**src/rtl/rgcd_pkg.sv**
```systemverilog
package rgcd_pkg;

	localparam int VALUE_WIDTH = 31;
	localparam int SHIFT_WIDTH = $clog2(VALUE_WIDTH);
	localparam int TDATA_WIDTH = ((VALUE_WIDTH + 7) / 8) * 8;

	typedef logic [VALUE_WIDTH-1:0] value_t;
	typedef logic [SHIFT_WIDTH-1:0] shift_t;
	typedef logic [TDATA_WIDTH-1:0] tdata_t;

	// request to the GCD unit
	typedef struct packed {
		logic   start;
		value_t a;
		value_t b;
	} rgcd_req_t;

	// response from the GCD unit
	typedef struct packed {
		logic   done;
		value_t result;
	} rgcd_rsp_t;

endpackage

```
**src/rtl/rgcd_unit.sv**
```systemverilog
module rgcd_unit (
	input  logic              clk,
	input  logic              arst_n,
	input  rgcd_pkg::rgcd_req_t req,
	output rgcd_pkg::rgcd_rsp_t rsp
);
	import rgcd_pkg::*;

	typedef enum logic [2:0] {
		U_IDLE    = 3'b001,
		U_REDUCE  = 3'b010,
		U_RESTORE = 3'b100
	} ustate_t;

	ustate_t state_q;
	value_t  a_q;
	value_t  b_q;
	shift_t  k_q;

	// binary GCD: one compare/subtract or shift per cycle, then shift the
	// common power of two back in one bit per cycle
	always_ff @(posedge clk or negedge arst_n) begin
		if (!arst_n) begin
			state_q <= U_IDLE;
			k_q     <= '0;
		end else begin
			unique case (state_q)
				U_IDLE: begin
					if (req.start) begin
						state_q <= U_REDUCE;
						k_q     <= '0;
					end
				end
				U_REDUCE: begin
					if (a_q == '0 || b_q == '0) begin
						state_q <= U_RESTORE;
					end else if (!a_q[0] && !b_q[0]) begin
						k_q <= k_q + 1'b1;
					end
				end
				U_RESTORE: begin
					if (k_q == '0) begin
						state_q <= U_IDLE;
					end else begin
						k_q <= k_q - 1'b1;
					end
				end
				default: state_q <= U_IDLE;
			endcase
		end
	end

	// operand datapath
	always_ff @(posedge clk) begin
		unique case (state_q)
			U_IDLE: begin
				if (req.start) begin
					a_q <= req.a;
					b_q <= req.b;
				end
			end
			U_REDUCE: begin
				priority if (a_q == '0) begin
					a_q <= b_q;
				end else if (b_q == '0) begin
					a_q <= a_q;
				end else if (!a_q[0] && !b_q[0]) begin
					a_q <= a_q >> 1;
					b_q <= b_q >> 1;
				end else if (!a_q[0]) begin
					a_q <= a_q >> 1;
				end else if (!b_q[0]) begin
					b_q <= b_q >> 1;
				end else if (a_q >= b_q) begin
					a_q <= a_q - b_q;
				end else begin
					b_q <= b_q - a_q;
				end
			end
			U_RESTORE: begin
				if (k_q != '0) begin
					a_q <= a_q << 1;
				end
			end
			default: begin
				a_q <= a_q;
			end
		endcase
	end

	assign rsp.done   = (state_q == U_RESTORE) && (k_q == '0);
	assign rsp.result = a_q;

endmodule

```
**src/rtl/running_gcd_reduction_core.sv**
```systemverilog
// An item is taken only in the idle state. None is reduced when it starts a set
// or the running GCD is already 1; any other item is reduced with the running
// GCD in the binary-GCD subtract/shift unit, and a last item then loads the output.
// No new item is taken until the unit and any output load for the last one are done.
// Reset (arst_n, async, active low) clears the running GCD to 0, marks the next
// item as the start of a set and empties the output register.
module running_gcd_reduction_core (
	input  logic             clk,
	input  logic             arst_n,
	input  logic             s_tvalid,
	output logic             s_tready,
	input  rgcd_pkg::tdata_t s_tdata,  // [30:0] value, upper bits unused
	input  logic             s_tlast,
	output logic             m_tvalid,
	input  logic             m_tready,
	output rgcd_pkg::tdata_t m_tdata   // [30:0] set_gcd, upper bits zero
);
	import rgcd_pkg::*;

	typedef enum logic [2:0] {
		S_IDLE = 3'b001,
		S_CALC = 3'b010,
		S_EMIT = 3'b100
	} state_t;

	state_t    state_q;
	value_t    run_q;
	logic      first_q;
	logic      last_q;
	logic      out_vld_q;
	value_t    out_q;
	rgcd_req_t req;
	rgcd_rsp_t rsp;
	value_t    in_value;
	logic      in_xfer;
	logic      out_free;

	assign in_value = s_tdata[VALUE_WIDTH-1:0];
	assign s_tready = (state_q == S_IDLE);
	assign in_xfer  = s_tvalid && s_tready;
	assign out_free = !out_vld_q || m_tready;

	// start the unit only when a real reduction is needed
	assign req.start = in_xfer && !first_q && (run_q != value_t'(1));
	assign req.a     = in_value;
	assign req.b     = run_q;

	rgcd_unit u_unit (
		.clk   (clk),
		.arst_n(arst_n),
		.req   (req),
		.rsp   (rsp)
	);

	// sequencer and running state
	always_ff @(posedge clk or negedge arst_n) begin
		if (!arst_n) begin
			state_q   <= S_IDLE;
			run_q     <= '0;
			first_q   <= 1'b1;
			last_q    <= 1'b0;
			out_vld_q <= 1'b0;
		end else begin
			// output valid: set on a load, cleared on a transfer
			if (state_q == S_EMIT && out_free) begin
				out_vld_q <= 1'b1;
			end else if (m_tready) begin
				out_vld_q <= 1'b0;
			end
			unique case (state_q)
				S_IDLE: begin
					if (in_xfer) begin
						last_q <= s_tlast;
						if (first_q) begin
							run_q   <= in_value;
							first_q <= 1'b0;
							state_q <= s_tlast ? S_EMIT : S_IDLE;
						end else if (req.start) begin
							state_q <= S_CALC;
						end else begin
							state_q <= s_tlast ? S_EMIT : S_IDLE;
						end
					end
				end
				S_CALC: begin
					if (rsp.done) begin
						run_q   <= rsp.result;
						state_q <= last_q ? S_EMIT : S_IDLE;
					end
				end
				S_EMIT: begin
					if (out_free) begin
						run_q     <= '0;
						first_q   <= 1'b1;
						state_q   <= S_IDLE;
					end
				end
				default: state_q <= S_IDLE;
			endcase
		end
	end

	// output holding register
	always_ff @(posedge clk) begin
		if (state_q == S_EMIT && out_free) begin
			out_q <= run_q;
		end
	end

	assign m_tvalid = out_vld_q;
	assign m_tdata  = tdata_t'(out_q);

endmodule
```
**config.mk**
```make
export PLATFORM = sky130hd
export DESIGN_NAME = running_gcd_reduction_core
export DESIGN_NICKNAME = d
export VERILOG_FILES = /design/src/rtl/rgcd_pkg.sv /design/src/rtl/rgcd_unit.sv /design/src/rtl/running_gcd_reduction_core.sv
export SDC_FILE = /design/constraint.sdc
export NUM_CORES = 1
export LEC_CHECK = 0
export BUFFER_PORTS_ARGS = -buffer_cell sky130_fd_sc_hd__buf_4
export CORE_ASPECT_RATIO = 0.8
export CORE_MARGIN = 2
export CORE_UTILIZATION = 35
export CTS_BUF_LIST = sky130_fd_sc_hd__clkbuf_8 sky130_fd_sc_hd__clkbuf_16
export DETAILED_ROUTE_END_ITERATION = 12
export GPL_TIMING_DRIVEN = 0
export PLACE_DENSITY_LB_ADDON = 0.08
export SLEW_MARGIN = 15
export SYNTH_ARGS = -nofsm -noshare
export SYNTH_HDL_FRONTEND = slang
export SYNTH_SLANG_ARGS = --single-unit
export TNS_END_PERCENT = 50
```
**constraint.sdc**
```tcl
create_clock -name clk -period 4.05 [get_ports clk]
set_input_delay 1.215 -clock clk [delete_from_list [all_inputs] [get_ports clk]]
set_output_delay 1.215 -clock clk [all_outputs]
set_load 0.02 [all_outputs]
```
==> impl_metrics.toml, run 1 <==
[outcome]
outcome = "completed"

[clock_network]
clkSlewWorstSetupHoldPaths_ns = 0.06
cts.sinks = 138
cts-root-buf = "clkbuf_16"
post_cts_buffers = 0
htree_levels = 4
cts_tree = "built"
clk-insertion-delay-late_ns = 0.44
cts_buffers = 17
hold_buffers = 0
clockBufferDepth = 2

[timing]
fin_crit_sh_pct = 96.0
worst_pin_slew_ns = 0.895
fin_skew_ns = 0.0138
rsz0062_at_grt = "no"
min_period_ns = 3.89
hold_violations = 0
final.setup.tns_ns = 0
relSlewSlack_pct = 40.3
setup_viol = 0
finalMaxSlewViolations = 0
fmax_ghz = 0.257

[critical_path]
required_ns = 4.24
worst-endpoint-arrival_ns = 4.08
reg2reg_slack_ns = 0.16
cp-start-kind = "register"
cp_max_fo = 16
cp-end-kind = "register"
crit_type = "reg -> reg"

[die]
design.die.area_um2 = 31200
num_io_pins = 71
start_util_pct = 35.6
fp.dieH_um = 158
coreArea_um2 = 29400
die_w_um = 197
rows = 56

[global_route]
grt_antenna_before_repair = 0
grt_first_pass_wirelength_um = 61800
grt_usage_pct = 27.1
grt_pass1_vias = 9533
grt_max_degree = 46
gr-total-overflow = 0

[synth]
synth.distinct_cells = 74
synth_fp_nets = 1324
ys_seq_area_share_pct = 37.6
synth-async-reset-ratio_pct = 32.6
syn_area_per_cell_um2 = 8.58
syn_area_um2 = 10400
synthFlopType = "edfxtp_1"
syn_inst = 1217
ys_warn_count = 0
ys_ff_latch = 138
synth_edf_count = 93

[detailed_routing]
wirelength_um = 41800
drc = 0
post_drt_wl_per_cell_um = 24.7
num_vias = 10039
via_per_inst = 5.92
drt-initial-drc-count = 1144
firstDrtPassIters = 6
drt.antenna.violating_nets = 0

[finish]
drive_gt1_share_pct = 11.3
layout_commonest_cell = "nor2_1"
fin_nets = 1413
most-common-layout-cells = "nor2_1, nand2_1, a21oi_1"
utilization_pct = 41.2
n_antenna_cell = 0
area_growth_pct = 15.7

[job]
cap_violations = 0

[place]
gp_congestion = 0.931
dp_hpwl_um = 32700
port_buffers = 68

[pwr]
powerDensity_nw_per_um2 = 384
ir_drop_mv = 0.292
p_leak_nw = 5.01
finalPower_mw = 4.64

[hold_path]
hold_class = "reg -> reg"
cell type report:
class,instances,area [µm²]
buffer,74,343
fill,3024,17300
clock buffer,18,439
tap,377,472
timing repair buffer,70,566
clock inverter,13,155
sequential,138,3920
inverter,86,323
multi-input combinational,919,5860
metrics by stage:
step	instances	setup slack, ns	cell area (µm²)	hold WS (ns)
after global placement	1662	-0.446	11400	0.479
after global routing	1695	0.0481	12100	0.537
after detailed placement	1664	0.0466	11500	0.496
final	1695	0.164	12100	0.506
after floorplan	1217	0.593	10400	0.453
after CTS	1695	0.0321	12100	0.508
logic make-up after synthesis:
kind of cell	after synthesis	share of synthesized area, %
AOI/OAI and AO/OA	421	26.0
xor gates and xnor gates	53	4.45
adders and majority gates	70	8.61
buffers and inverters	160	6.38
DFF	138	37.6
muxes	5	0.503
other	1	0.0359
and+or+nand+nor	369	16.5
Yosys cell counts, drive strengths merged, types with 20 or more instances:
cell type	number	area, µm²
o21ai	99	495
dfrtp	42	1050
clkbuf	45	169
a21o	29	218
nor4	25	163
edfxtp	93	2790
ha	67	838
nor2	130	495
buf	29	174
xnor2	37	324
nand2	120	450
a221oi	30	263
a22oi	56	420
a21oi	119	599
inv	86	323
nor3	20	116
path summary, 6_finish.rpt:
check                               start              to  cells past startpoint
min in group asynchronous          arst_n   u_unit.k_q[2]                      1
hold / removal                     last_q          last_q                      1
hold reg to reg                    last_q          last_q                      1
max in group asynchronous          arst_n        run_q[7]                      1
setup / recovery           u_unit.a_q[21]  u_unit.b_q[11]                      8
setup reg to reg           u_unit.a_q[21]  u_unit.b_q[11]                      8
repair_timing:
action	4_1_cts	5_1_grt
endpoints found under the hold margin	0	0
setup endpoints to repair	0	6
resized for setup	0	4
worst max-delay path, stage by stage, from the launching register on:
cell,delay [ns]
edfxtp_1,0.55
nor4_1,0.80
and4_1,0.32
and3_1,0.16
clkbuf_1,0.37
clkbuf_1,0.64
nor3_1,0.19
o31a_2,0.35
buf_16,0.25
power by group:
group,internal [mW],switching [mW],total [mW]
clock network,0.974,0.635,1.61
registers,1.82,0.238,2.06
logic,0.356,0.617,0.973
total,3.15,1.49,4.64
per-layer routing:
layer  global-route usage [%]  up-vias  routed length [µm]
li1                         -     4618                   -
met3                     5.74       70                3190
met1                     38.2     4916               19400
met4                     10.1        0                1200
met5                        0        -                   0
met2                     40.8      435               18000
registers in the layout, summed over array words and instances (netlist names):
name and count:
last_q 1, m_tvalid 1, u_unit.a_q 31, u_unit.k_q 5, state_q 3, out_q 31, run_q 31, u_unit.state_q 3
first_q 1, u_unit.b_q 31
Note: power is estimated with default switching activity, not from simulation.
==> inputs of run 2 (changes only) <==
Settings changed: CORE_UTILIZATION 35 to 62.
==> run 2 against run 1 <==
Compared with the run above: sequential power barely moved; wire length fell by 9.2%; worst hold slack better by 0.0053 ns; combinational power about the same; register-to-register slack about the same; maximum frequency increased by 0.16%; die area down 43%; first-iteration DRC count grew 55%; clock power decreased by 7%; global-route usage up 16 points; critical endpoint is now u_unit.b_q[30]; largest power group unchanged.
==> impl_metrics.toml, run 2 (same netlist as run 1, synthesis figures left out) <==
[global_route]
grt_first_pass_wirelength_um = 57300
grt_pass1_vias = 9913
grt_max_degree = 46
grt_usage_pct = 42.7
grt_antenna_before_repair = 0
gr-total-overflow = 0

[timing]
rsz0062_at_grt = "no"
setup_viol = 0
fmax_ghz = 0.258
fin_skew_ns = 0.0115
relSlewSlack_pct = 39.2
fin_crit_sh_pct = 95.8
worst_pin_slew_ns = 0.902
fin_ws_ns = 0.170
hold_violations = 0
finalMaxSlewViolations = 0
min_period_ns = 3.88

[detailed_routing]
wirelength_um = 37900
met1_length_um = 14600
wl_met2_um = 16500
num_vias = 10659
post_drt_wl_per_cell_um = 24.7
wl_met3_um = 4820
via_per_inst = 6.93
firstDrtPassIters = 6
maxUsedRoutingLayer = "met4"
drc = 0
drt.antenna.violating_nets = 0
drt-initial-drc-count = 1777

[critical_path]
worst_path_max_delay_cell = "a311oi_1"
cp-start-kind = "register"
r2r-end = "u_unit.b_q[30]"
worst-endpoint-arrival_ns = 4.04
crit_type = "reg -> reg"
cpLargestDelayFamily = "compound AO/OA/AOI/OAI gates"
slowest_delay_ns = 0.58
crit_top_cell = "o21ai_0"
cp.buffers_inverters = 2
cp_max_fo = 6
worstRegToRegCells = 12
r2r_start = "u_unit.b_q[0]"
cp-end-kind = "register"
required_ns = 4.21
path_cells = "inv_1, ha_1, inv_1, fa_1, nand3_1, a21oi_1, o21ai_0, a21oi_1, a311oi_1, o21ai_0, xnor2_1, o21ai_0"
reg2reg_slack_ns = 0.17

[clock_network]
htree_levels = 4
clkSlewWorstSetupHoldPaths_ns = 0.07
cts_tree = "built"
clk-insertion-delay-late_ns = 0.43
clockBufferDepth = 2
cts_buffers = 17
cts-root-buf = "clkbuf_16"
hold_buffers = 0
cts.sinks = 138

[pwr]
p_sw_mw = 1.55
p_seq_share_pct = 45.3
p_leak_nw = 4.98
swShare_pct = 34.2
powerDensity_nw_per_um2 = 383
p_clk_share_pct = 33.2
p_int_mw = 2.98
ir_drop_mv = 0.392
finalPower_mw = 4.53
p_comb_share_pct = 21.5

[place]
dp.cells = 1506
gp_congestion = 1.01
dpl_worst_slack_ns = 0.237
postPlaceCellArea_um2 = 11200
dp_hpwl_um = 28500
port_buffers = 68

[die]
num_io_pins = 71
coreArea_um2 = 16500
rows = 42
design.die.area_um2 = 17900
start_util_pct = 63.3
die_w_um = 149
fp.dieH_um = 120

[finish]
drive_gt1_share_pct = 11.5
multiInputGateArea_um2 = 5870
layout_commonest_cell = "nor2_1"
instances_no_fill = 1538
most-common-layout-cells = "nor2_1, nand2_1, a21oi_1"
utilization_pct = 71.6
fin_area_um2 = 11800
seq_area_um2 = 3920
area_growth_pct = 13.2
fin_nets = 1412
n_antenna_cell = 0
n_fill_cell = 1328

[hold_path]
min_to = "out_q[12]"
min_path_cells = 0
hold_class = "reg -> reg"
worst_hold_startpoint = "run_q[12]"

[outcome]
outcome = "completed"

[job]
cap_violations = 0
run 2: cell types whose count changed in the layout (fill, tap and decap cells not counted), moves of 2 or more:
| cell | delta |
|---|---|
| inv_6 | +5 |
| bufinv_16 | -3 |
| inv_8 | +3 |
| buf_16 | -2 |
| clkinvlp_4 | -2 |
| o21ai_0 | +2 |
| o21ai_1 | -2 |
run 2: final cells by class:
type | instances | share of cell area [%]
plain buffers | 74 | 2.90
clock buffers | 17 | 3.60
clock inverters | 15 | 1.10
inverters | 86 | 2.73
multi-input cells | 919 | 49.7
flip-flops and latches | 138 | 33.2
well taps | 220 | 2.33
repair buffers | 69 | 4.49
run 2: metal layers:
layer | GRT usage, % | up-vias
met4 | 18.4 | 0
met3 | 7.26 | 173
li1 | - | 4630
met2 | 65.4 | 866
met5 | 0 | -
met1 | 60.0 | 4990
run 2: how the worst max path moves through the flow:
stage,from,to,slack [ns],cells after the start
finish,u_unit.b_q[0],u_unit.b_q[30],0.17,12
global route,u_unit.a_q[22],u_unit.b_q[15],0.1,11
CTS,u_unit.a_q[0],u_unit.a_q[24],0.20,12
detailed placement,u_unit.a_q[0],u_unit.a_q[24],0.24,12
global placement,u_unit.a_q[22],u_unit.a_q[7],-0.15,9
floorplan,s_tvalid,u_unit.b_q[10],0.59,7
run 2: power groups by stage:
stage	clock [mW]	sequential, mW	combinational, mW
2_1_floorplan	0	2.07	0.554
3_3_place_gp	0	2.06	0.904
3_5_place_dp	0	2.06	0.949
4_1_cts	1.49	2.04	0.958
5_1_grt	1.55	2.07	1.05
6_report	1.50	2.05	0.973
run 2: repair_timing:
| action | in CTS | in global routing |
|---|---|---|
| buffers inserted | 0 | 0 |
| endpoints found under the setup margin | 0 | 3 |
| gates resized for setup | 0 | 3 |
| hold endpoints to repair | 0 | 0 |
run 2: per-stage QoR:
stage / hold WS (ns) / setup TNS (ns)
after floorplan: 0.453 / 0
after global placement: 0.476 / -8.43
after detailed placement: 0.487 / 0
after CTS: 0.508 / 0
after global routing: 0.517 / 0
final: 0.512 / 0
run 2: worst register-to-register path, cell delays in order (launching register included):
cell,delay (ns)
edfxtp_1,0.54
inv_1,0.17
ha_1,0.21
inv_1,0.07
fa_1,0.41
nand3_1,0.15
a21oi_1,0.14
o21ai_0,0.53
a21oi_1,0.34
a311oi_1,0.58
o21ai_0,0.22
xnor2_1,0.19
o21ai_0,0.11
==> inputs of run 3 (changes only) <==
Settings changed: BUFFER_PORTS_ARGS -buffer_cell sky130_fd_sc_hd__buf_4 to -buffer_cell sky130_fd_sc_hd__buf_2.
==> run 3 against run 2 <==
Compared with the run above: worst hold slack got worse by 0.0093 ns; wire length is 3.1% lower; worst setup slack got worse by 0.088 ns; die area did not move; maximum frequency shrank 2.2%; critical path depth stayed put; critical endpoint is now u_unit.a_q[24]; largest cell class unchanged; largest power group unchanged; highest routed layer unchanged.
==> impl_metrics.toml, run 3 (same netlist as run 1, synthesis figures left out) <==
[outcome]
outcome = "completed"

[finish]
fin_area_um2 = 11700
area_growth_pct = 11.8
fin_nets = 1412
drive_gt1_share_pct = 11.3
most-common-layout-cells = "nor2_1, nand2_1, a21oi_1"
layout_commonest_cell = "nor2_1"
n_antenna_cell = 0
utilization_pct = 70.7

[critical_path]
required_ns = 4.21
cp_max_fo = 8
path_depth = 12
reg2reg_slack_ns = 0.08
r2r_start = "u_unit.a_q[0]"
cp.buffers_inverters = 2
slowest_delay_ns = 0.71
worst_path_max_delay_cell = "o31ai_1"
r2r-end = "u_unit.a_q[24]"
worstRegToRegCells = 12
endpoint = "u_unit.a_q[24]"
path_cells = "inv_1, ha_1, inv_1, fa_1, a21oi_1, o2bb2ai_1, o21ai_0, o31ai_1, a31oi_1, xnor2_1, a221oi_1, nor2_1"
cp-startpoint = "u_unit.a_q[0]"
crit_type = "reg -> reg"
worst-endpoint-arrival_ns = 4.13
cp-end-kind = "register"
crit_top_cell = "inv_1"
cpLargestDelayFamily = "compound AO/OA/AOI/OAI gates"
cp-start-kind = "register"

[timing]
relSlewSlack_pct = 30.5
finalMaxSlewViolations = 0
setup_viol = 0
min_period_ns = 3.97
fin_crit_sh_pct = 98.0
fmax_ghz = 0.252
worst_pin_slew_ns = 1.04
rsz0062_at_grt = "no"
fin_skew_ns = 0.0101
hold_violations = 0

[detailed_routing]
drt.antenna.violating_nets = 0
num_vias = 10526
firstDrtPassIters = 6
post_drt_wl_per_cell_um = 23.9
wirelength_um = 36800
drt-initial-drc-count = 1578
via_per_inst = 6.84
drc = 0

[clock_network]
clockBufferDepth = 2
htree_levels = 4
cts_tree = "built"
clk-insertion-delay-late_ns = 0.43
clkSlewWorstSetupHoldPaths_ns = 0.06
cts-root-buf = "clkbuf_16"
cts_buffers = 17
hold_buffers = 0
cts.sinks = 138

[pwr]
p_seq_share_pct = 45.5
swShare_pct = 34.4
p_int_mw = 2.95
powerDensity_nw_per_um2 = 385
ir_drop_mv = 0.332
p_leak_nw = 4.93
p_sw_mw = 1.54
p_clk_share_pct = 34.1
p_comb_share_pct = 20.4

[place]
port_buffers = 68
gp_congestion = 1.00
dp_hpwl_um = 27800
postPlaceCellArea_um2 = 11100

[global_route]
grt_antenna_before_repair = 0
gr-total-overflow = 0
grt_usage_pct = 41.1
grt_max_degree = 46
grt_pass1_vias = 9678
grt_first_pass_wirelength_um = 55200

[hold_path]
hold_class = "reg -> reg"

[die]
coreArea_um2 = 16500
design.die.area_um2 = 17900
die_w_um = 149
rows = 42
num_io_pins = 71
start_util_pct = 63.3
fp.dieH_um = 120

[job]
cap_violations = 0
run 3: changes by cell type in the layout (fill, tap and decap cells not counted):
cell	delta
buf_2	+68
buf_4	-68
clkinv_8	+2
a31oi_1	+1
a31oi_2	-1
buf_12	-1
buf_16	+1
clkinv_4	-1
clkinvlp_4	-1
inv_4	-1
inv_6	+1
o31ai_1	+1
o31ai_2	-1
run 3: how the worst min path moves through the flow:
stage                       start  cells past startpoint  slack [ns]            end
floorplan           u_unit.k_q[4]                      2        0.45  u_unit.k_q[4]
global placement    u_unit.k_q[4]                      2        0.47  u_unit.k_q[4]
detailed placement       run_q[8]                      0        0.49       out_q[8]
CTS                 u_unit.k_q[4]                      2        0.50  u_unit.k_q[4]
global route            run_q[23]                      0        0.52      out_q[23]
finish              u_unit.k_q[4]                      2        0.50  u_unit.k_q[4]
run 3: layout make-up:
type | instances | area [µm²]
Clock buffer | 17 | 425
Multi-Input combinational cell | 919 | 5860
Sequential cell | 138 | 3920
Buffer | 74 | 343
Clock inverter | 15 | 149
Inverter | 86 | 323
Tap cell | 220 | 275
Fill cell | 1350 | 4830
Timing Repair Buffer | 69 | 368
run 3: routing by layer:
metal	GRT usage (%)	routed length, µm	up-vias	share of wire, %
li1	-	-	4616	-
met1	58.6	14300	4926	39
met2	59.9	15600	845	42
met3	9.28	5060	139	14
met4	18.2	1780	0	4.8
met5	0	0	-	0
run 3: power groups by stage:
stage,combinational [mW],sequential (mW),clock (mW)
final,0.915,2.04,1.53
after global routing,1.01,2.07,1.58
after CTS,0.903,2.04,1.52
after detailed placement,0.895,2.07,0
after global placement,0.864,2.06,0
after floorplan,0.554,2.07,0
run 3: tightest hold or removal path: stages (launching register included):
cell and delay, ns:
dfrtp_1 0.35, nand2_1 0.05, o21ai_0 0.06
run 3: timing repair:
action / 4_1_cts / 5_1_grt
setup buffers: 0 / 0
endpoints found under the hold margin: 0 / 0
resized for setup: 0 / 1
endpoints found under the setup margin: 0 / 30
run 3: stage by stage:
step	hold slack [ns]	std cells	worst slack, ns	setup TNS, ns	power (mW)
after floorplan	0.453	1217	0.593	0	2.62
after global placement	0.472	1505	-0.196	-8.43	2.92
after global routing	0.516	1538	0.00994	0	4.65
after detailed placement	0.491	1506	0.274	0	2.96
after CTS	0.503	1538	0.262	0	4.46
final	0.502	1538	0.0815	0	4.49
